==> src/rtl/ihd_pkg.sv <==
// ----------------------------------------------------------------------------
// ihd_pkg: shared types and constants of the 2x2 half downscaler
// Register indexes, field widths, channel payloads and the line operation
// that travels from the front end to the back end.
// ----------------------------------------------------------------------------
package ihd_pkg;

   // Defaults and fixed sizes
   localparam int MAX_WIDTH_DEFAULT = 4096;
   localparam int COMP_COUNT        = 4;
   localparam int QUEUE_DEPTH       = 4;

   // Configuration port
   localparam int CSR_INDEX_W = 4;
   localparam int CSR_DATA_W  = 16;
   localparam logic [CSR_INDEX_W-1:0] REG_IMAGE_WIDTH     = CSR_INDEX_W'(0);
   localparam logic [CSR_INDEX_W-1:0] REG_IMAGE_HEIGHT    = CSR_INDEX_W'(1);
   localparam logic [CSR_INDEX_W-1:0] REG_COMPONENT_COUNT = CSR_INDEX_W'(2);

   // Register widths and reset values
   localparam int WIDTH_W  = 13;
   localparam int HEIGHT_W = 16;
   localparam int COUNT_W  = 3;
   localparam logic [WIDTH_W-1:0]  WIDTH_RESET  = WIDTH_W'(1);
   localparam logic [HEIGHT_W-1:0] HEIGHT_RESET = HEIGHT_W'(1);
   localparam logic [COUNT_W-1:0]  COUNT_RESET  = COUNT_W'(4);

   typedef logic [COMP_COUNT-1:0][7:0] pixel_type;
   typedef logic [COMP_COUNT-1:0][8:0] pair_word_type;

   typedef struct packed {
      logic [7:0] comp0;
      logic [7:0] comp1;
      logic [7:0] comp2;
      logic [7:0] comp3;
   } req_payload_type;

   typedef struct packed {
      logic [7:0] out_comp0;
      logic [7:0] out_comp1;
      logic [7:0] out_comp2;
      logic [7:0] out_comp3;
      logic       row_end;
      logic       image_end;
   } rsp_payload_type;

   typedef struct packed {
      logic [CSR_INDEX_W-1:0] index;
      logic [CSR_DATA_W-1:0]  data;
   } csr_payload_type;

   // One horizontal pair: either stored in the line or combined into an output
   typedef struct packed {
      logic                  write_line;
      logic                  use_line;
      logic [COMP_COUNT-1:0] comp_en;
      logic                  row_end;
      logic                  image_end;
      pair_word_type         pair;
   } line_op_type;

   typedef struct packed {
      logic full;
      logic empty;
   } queue_status_type;

endpackage

==> src/rtl/ihd_queue.sv <==
// ----------------------------------------------------------------------------
// ihd_queue: line operation queue
// Short register FIFO between the front and back ends.
// ----------------------------------------------------------------------------
module ihd_queue #(
   parameter int ADDR_W = 11
) (
   input  logic                      clock,
   input  logic                      reset,
   input  logic                      push,
   input  ihd_pkg::line_op_type      push_op,
   input  logic [ADDR_W-1:0]         push_slot,
   input  logic                      pop,
   output ihd_pkg::line_op_type      head_op,
   output logic [ADDR_W-1:0]         head_slot,
   output ihd_pkg::queue_status_type q_status
);
   import ihd_pkg::*;

   localparam int PTR_W = $clog2(QUEUE_DEPTH);
   localparam int CNT_W = $clog2(QUEUE_DEPTH + 1);

   line_op_type       op_ff   [QUEUE_DEPTH];
   logic [ADDR_W-1:0] slot_ff [QUEUE_DEPTH];
   logic [PTR_W-1:0]  wr_ptr_ff, wr_ptr_in;
   logic [PTR_W-1:0]  rd_ptr_ff, rd_ptr_in;
   logic [CNT_W-1:0]  count_ff, count_in;

   assign q_status.full  = count_ff == CNT_W'(QUEUE_DEPTH);
   assign q_status.empty = count_ff == '0;

   assign head_op   = op_ff[rd_ptr_ff];
   assign head_slot = slot_ff[rd_ptr_ff];

   // Advance pointers and occupancy
   always_comb begin
      wr_ptr_in = push ? wr_ptr_ff + PTR_W'(1) : wr_ptr_ff;
      rd_ptr_in = pop ? rd_ptr_ff + PTR_W'(1) : rd_ptr_ff;
      count_in  = count_ff;
      if (push && !pop) begin
         count_in = count_ff + CNT_W'(1);
      end else if (pop && !push) begin
         count_in = count_ff - CNT_W'(1);
      end
   end

   always_ff @(posedge clock) begin
      if (reset) begin
         wr_ptr_ff <= '0;
         rd_ptr_ff <= '0;
         count_ff  <= '0;
      end else begin
         wr_ptr_ff <= wr_ptr_in;
         rd_ptr_ff <= rd_ptr_in;
         count_ff  <= count_in;
      end
   end

   // Store entries
   always_ff @(posedge clock) begin
      if (push) begin
         op_ff[wr_ptr_ff]   <= push_op;
         slot_ff[wr_ptr_ff] <= push_slot;
      end
   end

   // Never write into a full queue unless an entry leaves in the same cycle, or read from an empty one
   a_no_overflow: assert property (@(posedge clock) disable iff (reset)
      push |-> (!q_status.full || pop))
      else $error("queue push while full");

   a_no_underflow: assert property (@(posedge clock) disable iff (reset)
      pop |-> !q_status.empty)
      else $error("queue pop while empty");

   a_count_tracks: assert property (@(posedge clock) disable iff (reset)
      (push && !pop) |=> (count_ff == $past(count_ff) + CNT_W'(1)))
      else $error("queue count did not follow a push");

endmodule

==> config.mk <==
export PLATFORM = sky130hd
export DESIGN_NAME = ihd_queue
export DESIGN_NICKNAME = d
export VERILOG_FILES = /design/src/rtl/ihd_pkg.sv /design/src/rtl/ihd_queue.sv
export SDC_FILE = /design/constraint.sdc
export NUM_CORES = 1
export LEC_CHECK = 0
export ABC_AREA = 1
export BUFFER_PORTS_ARGS = -buffer_cell sky130_fd_sc_hd__buf_2
export CAP_MARGIN = 15
export CORE_ASPECT_RATIO = 0.9
export CORE_UTILIZATION = 50
export CTS_CLUSTER_DIAMETER = 60
export DETAILED_ROUTE_END_ITERATION = 16
export GPL_ROUTABILITY_DRIVEN = 0
export PLACE_DENSITY = 0.7
export SETUP_SLACK_MARGIN = 0.4
export SYNTH_ARGS = -nofsm -noshare
export SYNTH_HDL_FRONTEND = slang
export SYNTH_SLANG_ARGS = --single-unit
==> constraint.sdc <==
create_clock -name clock -period 2.3 [get_ports clock]
set_input_delay 0 -clock clock [delete_from_list [all_inputs] [get_ports clock]]
set_output_delay 0 -clock clock [all_outputs]
set_load 0.03 [all_outputs]
### Yosys cells after proc, flatten, opt, wreduce, memory -nomap -nowiden

Memories as Yosys holds them, arrays and structs flattened. A register that Yosys moved wholly into a read port is not among the register bits.
Index checks and enable logic that the tools add are counted.

| operators by class | value |
|---|---|
| add/sub/neg operators | 4 |
| equal/unequal tests | 1 |
| multiplexer cells | 8 |
| reductions and logical operators | 6 |

Operators with widths:

| kind | count |
|---|---|
| 2-to-1 mux 2 bit | 4 |
| 2-to-1 mux 3 bit | 2 |
| adder 2 x 1 -> 2 bit (second input constant) | 2 |
| adder 3 x 1 -> 3 bit (second input constant) | 1 |
| == test 3 bit (second input constant) | 1 |
| zero test 3 bit | 1 |
| subtractor 3 x 1 -> 3 bit (second input constant) | 1 |
| logical AND 1 bit | 2 |
| zero test 1 bit | 2 |
| 2-to-1 mux 1 bit | 2 |
| nonzero test 2 bit | 1 |

| word-level totals | value |
|---|---|
| register bits after elaboration | 7 |
| RAM bits | 220 |
| output and inout bits | 57 |
| memories | 2 |

Memories:

| name | words | width | rd ports | clocked after memory_dff | wr ports | line | text |
|---|---|---|---|---|---|---|---|
| op_ff | 4 | 44 | 1 | 1 | 1 | ihd_queue.sv:23 | `line_op_type op_ff [QUEUE_DEPTH];` |
| slot_ff | 4 | 11 | 1 | 1 | 1 | ihd_queue.sv:24 | `logic [ADDR_W-1:0] slot_ff [QUEUE_DEPTH];` |

### Depth between registers and ports, before layout

Gate-level depths: netlist of the first run.

| logic depth | value |
|---|---|
| word-level depth | 4 |
| mapped depth | 10 |
| depth with buffers taken out | 10 |

### Least setup slack after synthesis of the first run

No wires, ideal clock.

| path | value |
|---|---|
| kind | register to register |
| start | register wr_ptr_ff[0] |
| end | memory op_ff[2][0] (netlist bit), enable pin |
| setup time | 409 ps |
| arrival time | 1667 ps |
| required time | 1891 ps |
| path slack | 223 ps |
| stages on the path, launching flop included | 5 |
| period minus slack after synthesis | 2077 ps |
| cell sequence | dfxtp_1 > inv_1 > ha_1 > nand2_1 > inv_1 |

RTL lines:

| what | line | text |
|---|---|---|
| start: declaration | ihd_queue.sv:25 | `logic [PTR_W-1:0] wr_ptr_ff, wr_ptr_in;` |
| start signal: assignment | ihd_queue.sv:53 | `wr_ptr_ff <= wr_ptr_in;` |
| end: declaration | ihd_queue.sv:23 |  |

No word-level cell before the write port.

==> results of run 1 <==
-- sequential cells by signal (all words and copies together) (netlist names), named ones only --
name,count
wr_ptr_ff,2
slot_ff,44
op_ff,176
count_ff,3
rd_ptr_ff,2
-- stage by stage --
step | utilization | area (um2) | total power [mW] | std cells | hold slack (ns)
6_report | 0.652 | 11000 | 10.0 | 1004 | 0.253
3_3_place_gp | 0.562 | 9460 | 6.00 | 899 | 0.210
5_1_grt | 0.652 | 11000 | 10.3 | 1004 | 0.248
4_1_cts | 0.647 | 10900 | 10.0 | 1000 | 0.237
3_5_place_dp | 0.562 | 9460 | 6.05 | 899 | 0.219
2_1_floorplan | - | 8620 | 5.64 | 589 | 0.0724
-- power groups by stage --
| stage | clock, mW | combinational, mW | sequential (mW) |
|---|---|---|---|
| final | 3.91 | 1.28 | 4.82 |
| after global routing | 4.14 | 1.37 | 4.84 |
| after CTS | 3.97 | 1.25 | 4.82 |
| after detailed placement | 0 | 1.14 | 4.91 |
| after global placement | 0 | 1.11 | 4.90 |
| after floorplan | 0 | 0.751 | 4.89 |
-- worst max-delay path, stage by stage, from the launching register on --
cell	delay, ns
dfxtp_4	0.47
buf_16	0.22
o21ai_0	0.14
o22ai_1	0.27
clkbuf_4	0.26
-- logic make-up after synthesis --
family,after synthesis,synth area share
adders and majority gates,6,0.00960
DFF,229,0.789
and+or+nand+nor,128,0.0566
xor gates and xnor gates,2,0.00204
buffers and inverters,51,0.0342
AOI/OAI and AO/OA,173,0.109
-- path summary, 6_finish.rpt --
kind | startpoint | endpoint
setup / recovery | flip-flop | head_slot[0]
setup reg to reg | wr_ptr_ff[0] | slot_ff[3][3]
hold / removal | push_op[38] | op_ff[1][38]
hold reg to reg | rd_ptr_ff[0] | rd_ptr_ff[0]
-- area by class of cell --
cell class              instances  share of cell area
clock buffers                  31              0.0590
repair inverters                2             0.00125
clock inverters                11              0.0144
well taps                     211              0.0240
multi-input cells             309               0.139
inverters                      16             0.00821
repair buffers                195               0.135
flip-flops and latches        229               0.619
-- timing repair --
action                     4_1_cts  5_1_grt
gates resized for setup          5       13
hold buffers                    58        0
buffers inserted                 0        1
pin swaps                        0        1
hold endpoints to repair       229        0
setup endpoints to repair       43       61
gates cloned                     1        3
-- cell usage after synthesis (all sizes together) --
master | instances | area [um2]
edfxtp | 220 | 6610
nor2 | 115 | 432
o21ai | 114 | 571
o22ai | 55 | 344
buf | 22 | 185
inv | 16 | 60.1
clkbuf | 13 | 48.8
dfxtp | 9 | 180
nand2 | 9 | 33.8
ha | 5 | 62.6
a21oi | 4 | 20.0
nor3 | 2 | 10.0
xor2 | 2 | 17.5
fa | 1 | 20.0
nand3 | 1 | 5.00
nand4 | 1 | 6.26
-- cell usage in the layout (no fill, tap or decap), types with 6 or more instances in the layout --
master | netlist | final
buf_2 | 10 | 112
buf_4 | 0 | 12
clkbuf_1 | 13 | 6
clkbuf_16 | 0 | 26
clkinvlp_4 | 0 | 6
dfxtp_1 | 9 | 7
dlygate4sd3_1 | 0 | 58
edfxtp_1 | 220 | 220
inv_1 | 12 | 8
nand2_1 | 9 | 9
nor2_1 | 115 | 115
o21ai_0 | 65 | 65
o21ai_1 | 49 | 49
o22ai_1 | 55 | 54
-- per-layer routing --
metal	vias up	global-route usage	share of wire	routed length (um)
met2	207	0.371	0.49	9500
li1	2583	-	-	-
met5	-	0	0	0
met3	24	0.0374	0.062	1190
met4	0	0.0537	0.014	271
met1	2719	0.290	0.43	8340
==> results.md, run 1 <==
* Leftover overflow at the end of global routing at 0
* Startpoint types: flip-flop
* Bufs on Longest Clock Path at 3
* Clock network fraction of design power at 0.391
* Number of H-tree levels at 1
* Hold path cells at 2
* Global-route usage over all layers at 0.216
* Fin worst setup slack at 0.449 ns
* Final worst clock skew at 0.0170 ns
* Seq/Total Area, Yosys at 0.789
* Half-perimeter wire length of the detailed placement result at 10.5 mm
* Area added between synthesis and finish at 27.6%
* Slew HR at 0.661
* Number of distinct library cells after synthesis at 19
* Final Hold Violating Endpoints at 0
* Leakage power at 3.93 nW
* Flops & latches, synth at 229
* Area taken by multi-input logic gates at 1530 um2
* Reg2reg path depth at 4
* Drt pass-1 iters at 5
* Post-detailed-route DRC marker count at 0
* Global-route wire length before repair at 29.6 mm
* Total net switching power at 2.40 mW
* Remaining number of nets flagged by the antenna check after routing at 0
* Core region area at 16,800 um2
* TritonCTS clock tree: built
* Via count of the first global-routing pass at 5,709
* Count of maximum capacitance violations at 0
* Maximum number of pins on one net before global-route repair at 56
* Critical path class: reg2out
* WP data arrival at 1.85 ns
* Maximum clock frequency at 540 MHz
* Total routed wirelength at 19.3 mm
* Starting density of the core at 0.511
* Wirelength per Cell at 19.2 um
* Clock insertion delay at the later pin of the skew report at 0.51 ns
* Relative contribution of sequential cells to total power at 0.482
* TritonCTS Buffers at 24
* Peak ir drop on the vdd network at 0.648 mV
* Root cell of the clock tree: clkbuf_16
* Number of nets at the end of the flow at 842
* Netlist area before placement at 8600 um2
* Count of buffers inserted at the top-level ports at 115
* Endpoint class of the critical path: output pin
* Power Density at 912 nW/um2
* Number of pins exceeding their max-slew limit in the final report at 0
* Worst min-delay path category: in2reg
* Final worst path period share at 0.805
* Maximum net fanout on the critical path at 28
* Average size of a mapped cell at 14.6 um2
* Post-Place Setup Slack at 0.482 ns
* Net switching share of the total power at 0.240
* Vias per cell at 5.51
* Status: finished, final reports clean
* R2R Setup Slk at 0.60 ns
* YS warnings at 0
* Final setup violating endpoints at 0
* Vias at 5,533
* Antenna diode instance count at 0
* Gate power share at 0.127
* Register area at 6790 um2
* Number of clock sinks at 229
* Worst slew pin tran at 0.506 ns
* Share of layout cells above drive strength 1 at 0.232
* Antenna violations before repair at 0
* Overall die width at 140 um
* Count of filler cells inserted in the layout at 1,203
* Violation count after the first detailed-route iteration at 387
* Post-synthesis cell count at 589
* Final min period at 1.85 ns
* Setup total negative slack at 0 ns
* Core Rows at 45
* Setup repair after global routing missed its margin: no
* Data required time of the worst path at 2.30 ns
* DIE HEIGHT at 126 um
* Top-level I/O count at 116
* Clock transition at the register clock pins on the worst setup and hold paths after CTS at 0.06 ns
* Design internal power at 7.61 mW
* Die ar. at 17,700 um2
* Synthesized netlist net count at 654
Note: power is estimated with default switching activity, not from simulation.
==> run 2: changes to the inputs <==
PLACE_DENSITY = 0.73   (was 0.7)
clock period = 1.7 ns   (was 2.3 ns; I/O delays follow)
==> run 2 against run 1 <==
  * Sequential cell count stayed put
  * Largest cell class unchanged
  * Utilization is 15 points higher
  * Register-to-register slack worse by 0.34 ns
  * Cell count is 5.9% higher
  * Combinational power is 130% higher
  * First-iteration DRC count is 68% higher
  * Critical path type unchanged
  * Sequential power is 37% higher
  * Highest routed layer unchanged
  * Design area is 23% higher
  * Global-route usage is 1.9 points higher
  * Sequential share of layout area is 12 points lower
  * Hold slack worse by 0.050 ns
  * Die area stayed put
  * The run now ends with negative setup slack left
==> results.md, run 2 (synthesis gave the netlist of run 1 again) <==
* Status: finished, violations left
* Violated checks: negative setup slack
* Core Rows at 45
* Root cell of the clock tree: clkbuf_16
* Core region area at 16,800 um2
* Antenna diode instance count at 0
* Violation count after the first detailed-route iteration at 651
* Via count of the first global-routing pass at 5,861
* Wirelength per Cell at 26.4 um
* TritonCTS Buffers at 23
* Number of clock sinks at 229
* Drt pass-1 iters at 5
* Clock transition at the register clock pins on the worst setup and hold paths after CTS at 0.06 ns
* Total design power at 14.6 mW
* Largest register FFs at 176
* Post-detailed-route DRC marker count at 0
* DIE HEIGHT at 126 um
* Bufs on Longest Clock Path at 3
* Endpoint class of the critical path: output pin
* Half-perimeter wire length of the detailed placement result at 10.3 mm
* Data required time of the worst path at 1.70 ns
* Setup repair after global routing missed its margin: yes
* Post-Place Setup Slack at 0.225 ns
* Maximum net fanout on the critical path at 6
* Top library cells by usage in the layout, fill and taps aside: edfxtp_1 (220), nor2_2 (63), dlygate4sd3_1 (58)
* Final worst clock skew at 0.0105 ns
* Cell-by-cell trace of the critical path: buf_4, clkinv_8, buf_16, nor2_1, o22ai_2, buf_6
* Peak ir drop on the vdd network at 0.866 mV
* Starting density of the core at 0.511
* Net switching share of the total power at 0.260
* Register ranked first by flip-flop count: op_ff
* Antenna violations before repair at 0
* Worst slew pin tran at 0.275 ns
* Registers with the highest flip-flop counts: op_ff (176), slot_ff (44), count_ff (3)
* Gate power share at 0.200
* Top-level I/O count at 116
* Number of nets at the end of the flow at 901
* Startpoint types: flip-flop
* Global-route wire length before repair at 31.7 mm
* Worst min-delay path category: in2reg
* Slowest cell on crit path: dfxtp_4
* Final Hold Violating Endpoints at 0
* Fin worst setup slack at -0.0647 ns
* TritonCTS clock tree: built
* Global-route usage over all layers at 0.236
* Vias at 6,518
* Die ar. at 17,700 um2
* Number of pins exceeding their max-slew limit in the final report at 0
* Count of maximum capacitance violations at 0
* Vias per cell at 6.13
* Commonest non-fill, non-tap cell in the layout: edfxtp_1
* Final worst path period share at 1.04
* Remaining number of nets flagged by the antenna check after routing at 0
* Number of H-tree levels at 1
* Final setup violating endpoints at 20
* Design internal power at 10.8 mW
* Power Density at 1080 nW/um2
* Crit path largest cell delay at 0.38 ns
* Count of buffers inserted at the top-level ports at 115
* Reg-to-reg startpoint: wr_ptr_ff[1]
* Final min period at 1.76 ns
* Leakage power at 4.88 nW
* Area added between synthesis and finish at 57.1%
* Leftover overflow at the end of global routing at 0
* Clock network fraction of design power at 0.350
* Maximum clock frequency at 567 MHz
* Clock insertion delay at the later pin of the skew report at 0.49 ns
* Share of layout cells above drive strength 1 at 0.535
* Critical path class: reg2out
* WP data arrival at 1.76 ns
* Overall die width at 140 um
* Total routed wirelength at 28.1 mm
* Setup total negative slack at -0.414 ns
* Hold Slack at 0.203 ns
* Total net switching power at 3.80 mW
* Hold Path Origin: push
* Slew HR at 0.815
* Relative contribution of sequential cells to total power at 0.450
* Maximum number of pins on one net before global-route repair at 43
## run 2: cell count changes in the layout (fill, tap and decap cells not counted), moves of 50 or more
cell,previous run,this run
nor2_1,115,30
nor2_2,0,63
buf_2,112,57
o22ai_1,54,0
o22ai_2,1,54
o21ai_2,0,52
buf_6,2,52
## run 2: through the flow
stage,cell area (um2),instances,util
after floorplan,8980,589,-
after CTS,11800,1006,0.704
after global routing,13500,1063,0.803
after detailed placement,9860,896,0.586
after global placement,9860,896,0.586
final,13500,1063,0.803
## run 2: per-layer routing
metal / share of wire / track usage / up-vias
li1: - / - / 2720
met1: 0.39 / 0.310 / 3309
met2: 0.50 / 0.401 / 422
met3: 0.088 / 0.0468 / 67
met4: 0.029 / 0.0692 / 0
met5: 0 / 0 / -
## run 2: layout make-up
cell class | instances | area [um2]
clock buffer | 32 | 639
clock inverter | 9 | 120
fill | 819 | 3320
inverter | 16 | 100
multi-input combinational | 309 | 2530
sequential | 229 | 6800
tap | 211 | 264
timing repair buffer | 255 | 3030
timing repair inverter | 2 | 25.0
## run 2: power groups by stage
| stage | registers (mW) | clock network, mW | logic (mW) |
|---|---|---|---|
| 2_1_floorplan | 6.62 | 0 | 1.16 |
| 3_3_place_gp | 6.63 | 0 | 1.65 |
| 3_5_place_dp | 6.64 | 0 | 1.70 |
| 4_1_cts | 6.53 | 5.11 | 2.18 |
| 5_1_grt | 6.59 | 5.38 | 3.03 |
| 6_report | 6.58 | 5.12 | 2.93 |
## run 2: path summary, 6_finish.rpt
check / endpoint / slack [ns] / cells after the start
max: head_op[22] / -0.06 / 6
min: count_ff[1] / 0.20 / 4
max reg2reg: op_ff[3][33] / 0.26 / 6
min reg2reg: rd_ptr_ff[0] / 0.50 / 1
## run 2: worst max-delay path: cells and delay by family, from the launching register on
| kind | cells | cell delay, ns |
|---|---|---|
| AO/OA/AOI/OAI | 1 | 0.14 |
| buffers and inverters | 4 | 0.57 |
| flip-flops | 1 | 0.38 |
| AND/OR/NAND/NOR | 1 | 0.17 |
## run 2: timing repair
| item | CTS | global route |
|---|---|---|
| setup buffers | 5 | 18 |
| gates resized for setup | 145 | 244 |
| setup endpoints to repair | 124 | 230 |
| hold buffers | 58 | 0 |
| endpoints found under the hold margin | 229 | 0 |
| pin swaps | 2 | 18 |
| gates cloned | 6 | 39 |
==> run 3: changes to the inputs <==
CORE_ASPECT_RATIO = default   (was 0.9)
==> run 3 against run 2 <==
  * The flow still finishes with violations (negative setup slack)
  * Register-to-register slack hardly changed
  * Utilization is 1.4 points lower
  * Total power is 2.3% higher
  * Clock power is 12% higher
  * Critical path depth is 1 lower
  * Non-clock buffer count is 10 lower
  * First-iteration DRC count is 22% lower
  * Hold slack worse by 0.18 ns
  * Cell count stayed put
  * Critical endpoint is now head_op[21]
  * Largest power group unchanged
  * Highest routed layer unchanged
==> results.md, run 3 (synthesis gave the netlist of run 1 again) <==
* Status: finished, violations left
* Violated checks: negative setup slack
* Crit. path cell count at 5
* Leftover overflow at the end of global routing at 0
* Final worst clock skew at 0.0155 ns
* Number of nets at the end of the flow at 890
* Starting density of the core at 0.515
* Number of clock sinks at 229
* Leakage power at 4.78 nW
* Register ranked first by flip-flop count: op_ff
* Count of filler cells inserted in the layout at 856
* Bufs on Longest Clock Path at 3
* Final non-filler cell total at 1,063
* Number of H-tree levels at 1
* Final Hold Violating Endpoints at 0
* Power Density at 1140 nW/um2
* Final min period at 1.77 ns
* Number of pins exceeding their max-slew limit in the final report at 0
* Remaining number of nets flagged by the antenna check after routing at 0
* Core region area at 16,700 um2
* Count of maximum capacitance violations at 0
* Total routed wirelength at 25.2 mm
* Share of layout cells above drive strength 1 at 0.459
* Startpoint types: flip-flop
* Die ar. at 17,700 um2
* Maximum number of pins on one net before global-route repair at 34
* Design internal power at 11.2 mW
* Post-Place Cells at 905
* Number of buffer and inverter instances along the worst setup path at 3
* DIE HEIGHT at 133 um
* Clock transition at the register clock pins on the worst setup and hold paths after CTS at 0.06 ns
* Hold Slack at 0.0199 ns
* Reg2reg path depth at 7
* Gate power share at 0.180
* Commonest non-fill, non-tap cell in the layout: edfxtp_1
* Top-level I/O count at 116
* Peak ir drop on the vdd network at 0.838 mV
* Vias per cell at 5.85
* Area post-placement at 9820 um2
* TritonCTS clock tree: built
* Global-route wire length before repair at 33.7 mm
* Crit path largest cell delay at 0.45 ns
* Via count of the first global-routing pass at 6,185
* Post-detailed-route DRC marker count at 0
* Net switching share of the total power at 0.250
* Total net switching power at 3.74 mW
* TritonCTS Buffers at 24
* Worst slew pin tran at 0.299 ns
* Registers with the highest flip-flop counts: op_ff (176), slot_ff (44), count_ff (3)
* Overall die width at 133 um
* Largest register FFs at 176
* Data required time of the worst path at 1.70 ns
* Critical path class: reg2out
* Cell-by-cell trace of the critical path: buf_12, buf_16, o21ai_2, o22ai_2, buf_6
* Violation count after the first detailed-route iteration at 505
* Area added between synthesis and finish at 53.1%
* Top library cells by usage in the layout, fill and taps aside: edfxtp_1 (220), nor2_1 (74), buf_2 (63)
* Setup total negative slack at -1.27 ns
* Post-Place Setup Slack at 0.232 ns
* Core Rows at 47
* Final setup violating endpoints at 44
* Hold path cells at 5
* Design area at 13,200 um2
* Antenna diode instance count at 0
* Final worst path period share at 1.04
* Wirelength per Cell at 23.7 um
* Slew HR at 0.800
* Endpoint class of the critical path: output pin
* Crit path max-delay family: buffers and inverters
* Root cell of the clock tree: clkbuf_16
* Count of buffers inserted at the top-level ports at 115
* Relative contribution of sequential cells to total power at 0.438
* Drt pass-1 iters at 5
* Vias at 6,218
* Slowest cell on crit path: dfxtp_4
* Fin worst setup slack at -0.0707 ns
* Antenna violations before repair at 0
* Clock insertion delay at the later pin of the skew report at 0.53 ns
* Maximum net fanout on the critical path at 5
* Worst min-delay path category: in2reg
* Global-route usage over all layers at 0.255
* WP data arrival at 1.77 ns
* Clock network fraction of design power at 0.383
* Setup repair after global routing missed its margin: yes
* Half-perimeter wire length of the detailed placement result at 10.1 mm
* Maximum clock frequency at 565 MHz
==> run 3: power groups by stage <==
stage                     logic (mW)  clock network, mW  registers [mW]
after floorplan                 1.16                  0            6.62
after global placement          1.63                  0            6.63
after detailed placement        1.67                  0            6.64
after CTS                       2.36               5.70            6.53
after global routing            2.80               5.96            6.56
final                           2.69               5.72            6.55
==> run 3: worst register-to-register path, cell delays in order (launching register included) <==
cell and delay [ns]:
dfxtp_4 0.39, inv_4 0.05, ha_4 0.16, nand2_4 0.06
clkinvlp_4 0.11, buf_6 0.16, buf_12 0.13, buf_16 0.14
==> run 3: final timing paths <==
kind                startpoint           end  slack, ns
setup / recovery     flip-flop   head_op[21]      -0.07
hold / removal             pop   count_ff[1]       0.02
setup reg to reg  wr_ptr_ff[0]  op_ff[0][36]       0.26
hold reg to reg   rd_ptr_ff[0]     flip-flop       0.50
==> run 3: metal layers <==
layer,vias to the layer above,global-route usage,part of all wire
li1,2701,-,-
met1,3159,0.327,0.40
met2,315,0.429,0.50
met3,43,0.0514,0.081
met4,0,0.103,0.018
met5,-,0,0
==> run 3: final cells by class <==
cell class	instances	area [um2]	area share
Sequential cell	229	6800	0.516
Timing Repair Buffer	245	2890	0.220
Multi-Input combinational cell	309	2240	0.170
Clock buffer	28	637	0.0484
Tap cell	220	275	0.0209
Clock inverter	16	228	0.0173
Inverter	16	95.1	0.00722
==> run 3: stage by stage <==
step           total power, mW  utilization
6_report                  15.0        0.788
5_1_grt                   15.3        0.788
4_1_cts                   14.6        0.740
3_5_place_dp              8.32        0.588
3_3_place_gp              8.26        0.588
2_1_floorplan             7.78            -
==> run 3: what timing repair did <==
item,in CTS,in global routing
endpoints found under the hold margin,229,0
buffers inserted,18,4
gates cloned,14,20
hold buffers,58,0
pin swaps,1,8
gates resized for setup,190,104
endpoints found under the setup margin,165,276
